$ cat src/assert_macros.svh
`ifndef ASSERT_MACROS_SVH
`define ASSERT_MACROS_SVH

// checked on every rising edge outside reset
`define FPCE_ASSERT(lbl, clk, rst, prop, msg) \
  lbl: assert property (@(posedge clk) disable iff (rst) (prop)) else $error(msg);

// checked on every rising edge, reset included
`define FPCE_ASSERT_ALWAYS(lbl, clk, prop, msg) \
  lbl: assert property (@(posedge clk) (prop)) else $error(msg);

`endif

$ cat src/fpce_pkg.sv
package fpce_pkg;

  localparam int DEPTH_DEF    = 1024;
  localparam int SUM_BITS_DEF = 32;

  localparam int IDX_W  = 11;
  localparam int DATA_W = 32;
  localparam int ADDR_W = 3;

  localparam logic [IDX_W-1:0] SIZE_RESET = 11'd1024;

  // register index taken from the word address
  localparam logic REG_SIZE_IN_USE = 1'b0;

  typedef enum logic [1:0] {
    CMD_ADD   = 2'd0,
    CMD_QUERY = 2'd1,
    CMD_COUNT = 2'd2,
    CMD_NONE  = 2'd3
  } cmd_t;

  typedef struct packed {
    logic clear;
    logic load;
    logic q_step;
    logic a_step;
    logic out_load;
  } ctl_t;

  typedef struct packed {
    logic clear_last;
    logic q_done;
    logic a_done;
  } sts_t;

endpackage

$ cat src/fpce_ctrl.sv
module fpce_ctrl (
  input  logic              clk,
  input  logic              rst,
  input  logic              in_valid,
  output logic              in_ready,
  input  logic [1:0]        cmd,
  output logic              out_valid,
  input  logic              out_ready,
  input  fpce_pkg::sts_t    sts,
  output fpce_pkg::ctl_t    ctl
);

  typedef enum logic [3:0] {
    ST_CLEAR = 4'b0001,
    ST_IDLE  = 4'b0010,
    ST_QUERY = 4'b0100,
    ST_ADD   = 4'b1000
  } state_t;

  state_t state, state_next;
  fpce_pkg::cmd_t cmd_q;

  always_comb begin
    state_next = state;
    ctl        = '0;
    in_ready   = 1'b0;
    unique case (state)
      ST_CLEAR: begin
        ctl.clear = 1'b1;
        if (sts.clear_last) state_next = ST_IDLE;
      end
      ST_IDLE: begin
        in_ready = 1'b1;
        if (in_valid) begin
          ctl.load = 1'b1;
          unique case (fpce_pkg::cmd_t'(cmd))
            fpce_pkg::CMD_QUERY, fpce_pkg::CMD_COUNT: state_next = ST_QUERY;
            fpce_pkg::CMD_ADD:                        state_next = ST_ADD;
            default:                                  state_next = ST_IDLE;
          endcase
        end
      end
      ST_QUERY: begin
        ctl.q_step = 1'b1;
        // result register must be free or emptying this cycle
        if (sts.q_done && (!out_valid || out_ready)) begin
          ctl.out_load = 1'b1;
          state_next = (cmd_q == fpce_pkg::CMD_COUNT) ? ST_ADD : ST_IDLE;
        end
      end
      ST_ADD: begin
        ctl.a_step = 1'b1;
        if (sts.a_done) state_next = ST_IDLE;
      end
      default: state_next = ST_IDLE;
    endcase
  end

  always_ff @(posedge clk) begin
    if (rst) begin
      state     <= ST_CLEAR;
      cmd_q     <= fpce_pkg::CMD_NONE;
      out_valid <= 1'b0;
    end else begin
      state <= state_next;
      if (ctl.load) cmd_q <= fpce_pkg::cmd_t'(cmd);
      if (ctl.out_load) out_valid <= 1'b1;
      else if (out_ready) out_valid <= 1'b0;
    end
  end

endmodule

$ cat config.mk
export PLATFORM = sky130hd
export DESIGN_NAME = fpce_ctrl
export DESIGN_NICKNAME = d
export VERILOG_FILES = /design/src/assert_macros.svh /design/src/fpce_pkg.sv /design/src/fpce_ctrl.sv
export SDC_FILE = /design/constraint.sdc
export NUM_CORES = 1
export LEC_CHECK = 0
export BUFFER_PORTS_ARGS = -buffer_cell sky130_fd_sc_hd__clkbuf_2
export CAP_MARGIN = 20
export CORE_AREA = 2 2 39 41
export CTS_CLUSTER_DIAMETER = 30
export DETAILED_ROUTE_END_ITERATION = 12
export DIE_AREA = 0 0 41 43
export REMOVE_ABC_BUFFERS = 1
export SYNTH_ARGS = -nofsm -noshare
export SYNTH_HDL_FRONTEND = slang
export SYNTH_SLANG_ARGS = --single-unit
$ cat constraint.sdc
create_clock -name clk -period 1.9 [get_ports clk]
set_input_delay 0.19 -clock clk [delete_from_list [all_inputs] [get_ports clk]]
set_output_delay 0.19 -clock clk [all_outputs]
set_load 0.1 [all_outputs]
==> parameters.txt <==
Parameter                              Value

Status
  Outcome    complete, no violations

Synth
  Synthesized instance count    45
  Proportion of synthesized chip area in sequential cells    31.9%
  Area of the mapped netlist    439 um2
  Number of library cell types mapped by synthesis    25
  Avg Cell Area, Syn    9.76 um2
  Number of synthesized register bits    7
  Total of warnings raised by yosys    0

Worst setup path
  Terminus of the critical flop-to-flop path    state[3]
  Biggest fanout along the worst timing path    7
  Critical path startpoint    state[3]
  Critical Setup Path Class    reg -> out
  Number of cells traversed by the worst register-to-register path    4
  CP max stage cell    sky130_fd_sc_hd__dfxtp_1
  Worst EP arrival    1600 ps
  Data required time at the worst endpoint    1710 ps
  Slowest Stage Delay on Critical Path    530 ps
  Sequence of cells on the critical path    nor4b_1 > clkbuf_2
  Worst flop-to-flop path startpoint    state[3]
  Worst Setup End Kind    primary output
  Launching element type of the critical path    flop
  Register-to-register setup slack    around 400 ps

GRT
  Grt total ovfl    0
  Pin count of the biggest net entering global routing    8
  Number of antenna violations at the first check in global routing    0
  Number of global-route vias before repair    381
  Total GRT Usage    13.8%
  Wire length of the first global-routing pass    between 1500 and 2000 um

Clocking
  Clock insertion delay at the later pin of the skew report    260 ps
  Cell at the root of the clock tree    sky130_fd_sc_hd__clkbuf_4
  CTS buffer count    3
  Post-cts gate resize count    0
  Clock tree from TritonCTS    yes
  Count of clock tree sinks    7
  Htree depth    1
  Clock transition at path regs    around 50 ps
  Post-CTS setup buffer count    0
  Hold buffer count at cts    0
  Clk buf depth    2

Floorplanning
  Num ports    16
  Width of the die    41 um
  Starting Density    a little under a third
  Area enclosed by the die boundary    1760 um2
  Site Rows    14
  Core area    1380 um2
  Die height    43 um

STA
  Worst Max-Slew Pin Slew    550 ps
  Final slew viol count    0
  Max Fclk    between 500 and 600 MHz
  Minimum clock period    1790 ps
  Setup violation total in the final timing report    0
  Unrepaired setup endpoints after global routing    false
  Slew headroom    63.5%
  Share of the clock period used by the worst path after layout    94.4%
  Skew final    about 0.61 ps
  Final number of hold-violating endpoints    0

Route
  Number of design-rule violations left by the first detailed-router iteration    9
  Drt total wl    ~990 um
  Drc violations    0
  Antenna Nets Post-Route    0
  Metal-1 WL    439 um
  WL per Instance    about 12 um
  Met3 routed WL    between 70 and 80 um
  Via count    419
  Total iterations of the first detailed-routing run    4
  Detail Route met2 WL    about 420 um
  Highest signal layer in the routed design    met4
  Post-DR vias/cell    5.24

Layout
  Filler instances    140
  Nets    76
  Post-route cell area    596 um2
  Antenna cells    0
  Area growth from synthesis to final layout    35.6%
  Final standard cell utilization of the core    43.0%
  Fraction of layout instances using a drive strength above 1    40.6%
  Cell Count, Final, Fillers Out    80

Placement
  Final Wtd Congestion    about 0.76
  Post-placement cell area    569 um2
  Cell count after placement    76
  Total half-perimeter wirelength after legalization and detailed placement    743 um
  I/O Buffers    15

Power and ir drop
  PwrDens    about 850 nW/um2
  Overall power of the completed layout    0.000507 W
  Leakage component of the power    0.283 nW
  Max IR drop VDD    roughly 0.00037 V

Hold path
  Worst Min Path Start    rst
  Number of stages on the worst hold path    2
  Path class of the lowest-slack min-delay path    in -> reg
  Destination of the worst hold path    out_valid

Run
  Total of max-cap violations    0
==> worst max-delay path, delay by kind of cell, from the launching register on <==
kind                   cells  cell delay (ps)
flip-flops                 1              530
AND/OR/NAND/NOR            1              300
buffers and inverters      1              510
==> layout by cell type, fill, tap and decap left out, types with 2 or more instances in the layout <==
master and count:
sky130_fd_sc_hd__clkbuf_2 11, sky130_fd_sc_hd__dfxtp_1 7, sky130_fd_sc_hd__inv_1 6, sky130_fd_sc_hd__nand2_1 5, sky130_fd_sc_hd__clkbuf_4 3, sky130_fd_sc_hd__nor4b_4 2, sky130_fd_sc_hd__nand3_1 2, sky130_fd_sc_hd__nor3b_1 2
sky130_fd_sc_hd__o211ai_1 2, sky130_fd_sc_hd__ha_1 2, sky130_fd_sc_hd__buf_12 2, sky130_fd_sc_hd__buf_4 2
==> report_power, final <==
part / total, W / internal, W / switching, W / leakage (nW)
Combinational: 0.000180 / 0.0000604 / 0.000120 / 0.210
Sequential: 0.000186 / 0.000161 / 0.0000254 / 0.0575
Clock: 0.000141 / 0.0000805 / 0.0000602 / 0.0150
==> per-stage QoR <==
step	worst slack, ps	setup TNS, ps	hold slack [ps]
after floorplan	-1920	-8460	259
after global placement	412	0	442
after detailed placement	392	0	444
after CTS	89.5	0	172
after global routing	12.5	0	190
final	107	0	175
==> how the worst max path moves through the flow <==
stage,endpoint,slack [ps],cells after the start
floorplan,ctl[1],-1920,1
global placement,ctl[4],410,2
detailed placement,ctl[1],390,2
CTS,ctl[1],90,2
global route,ctl[3],10,4
finish,ctl[1],110,2
==> cell usage after synthesis <==
cell type	instances	share of area (%)
sky130_fd_sc_hd__a22oi_1	1	1.7
sky130_fd_sc_hd__nor2_1	1	0.85
sky130_fd_sc_hd__nand2_1	5	4.3
sky130_fd_sc_hd__a31oi_1	1	1.4
sky130_fd_sc_hd__nand3_1	2	2.3
sky130_fd_sc_hd__nor4b_1	1	2.0
sky130_fd_sc_hd__nor4b_2	1	3.4
sky130_fd_sc_hd__a21oi_1	1	1.1
sky130_fd_sc_hd__nor3b_1	2	3.4
sky130_fd_sc_hd__dfxtp_1	7	32
sky130_fd_sc_hd__nand2b_1	1	1.4
sky130_fd_sc_hd__nand4_1	1	1.4
sky130_fd_sc_hd__nand2b_2	1	2.0
sky130_fd_sc_hd__o21ai_1	1	1.1
sky130_fd_sc_hd__mux2i_1	1	2.3
sky130_fd_sc_hd__o211ai_1	2	3.4
sky130_fd_sc_hd__nor2b_1	1	1.4
sky130_fd_sc_hd__nand3_2	1	2.3
sky130_fd_sc_hd__inv_1	6	5.1
sky130_fd_sc_hd__a21bo_4	1	3.7
sky130_fd_sc_hd__ha_1	2	5.7
sky130_fd_sc_hd__nor4b_4	2	11
sky130_fd_sc_hd__nor3b_2	1	2.8
sky130_fd_sc_hd__a221o_2	1	2.6
sky130_fd_sc_hd__o22ai_1	1	1.4
==> area by class of cell <==
class | count | area, um2 | share of cell area [%]
clock buffers | 4 | 26.3 | 4.41
inverters | 6 | 22.5 | 3.78
multi-input cells | 32 | 277 | 46.4
flip-flops and latches | 7 | 140 | 23.5
well taps | 16 | 20.0 | 3.36
repair buffers | 15 | 110 | 18.5
==> cells by family (layout without fill, tap and decap cells) <==
logic type                 after synthesis  in the layout  synth area share [%]
muxes                                    1              1                  2.28
buffers and inverters                    6             25                  5.13
adders and majority gates                2              2                  5.70
DFF                                      7              7                  31.9
and+or+nand+nor                         20             20                  38.5
AOI/OAI and AO/OA                        9              9                  16.5
==> sequential cells by signal (all words and copies together) (netlist names) <==
signal,cells
cmd_q,2
state,4
out_valid,1
==> per-layer routing <==
metal / GRT usage [%] / up-vias
li1: - / 203
met1: 16.6 / 187
met2: 19.1 / 21
met3: 3.66 / 8
met4: 12.0 / 0
met5: 0 / -
No activity file was read; power rests on OpenSTA's default activity.
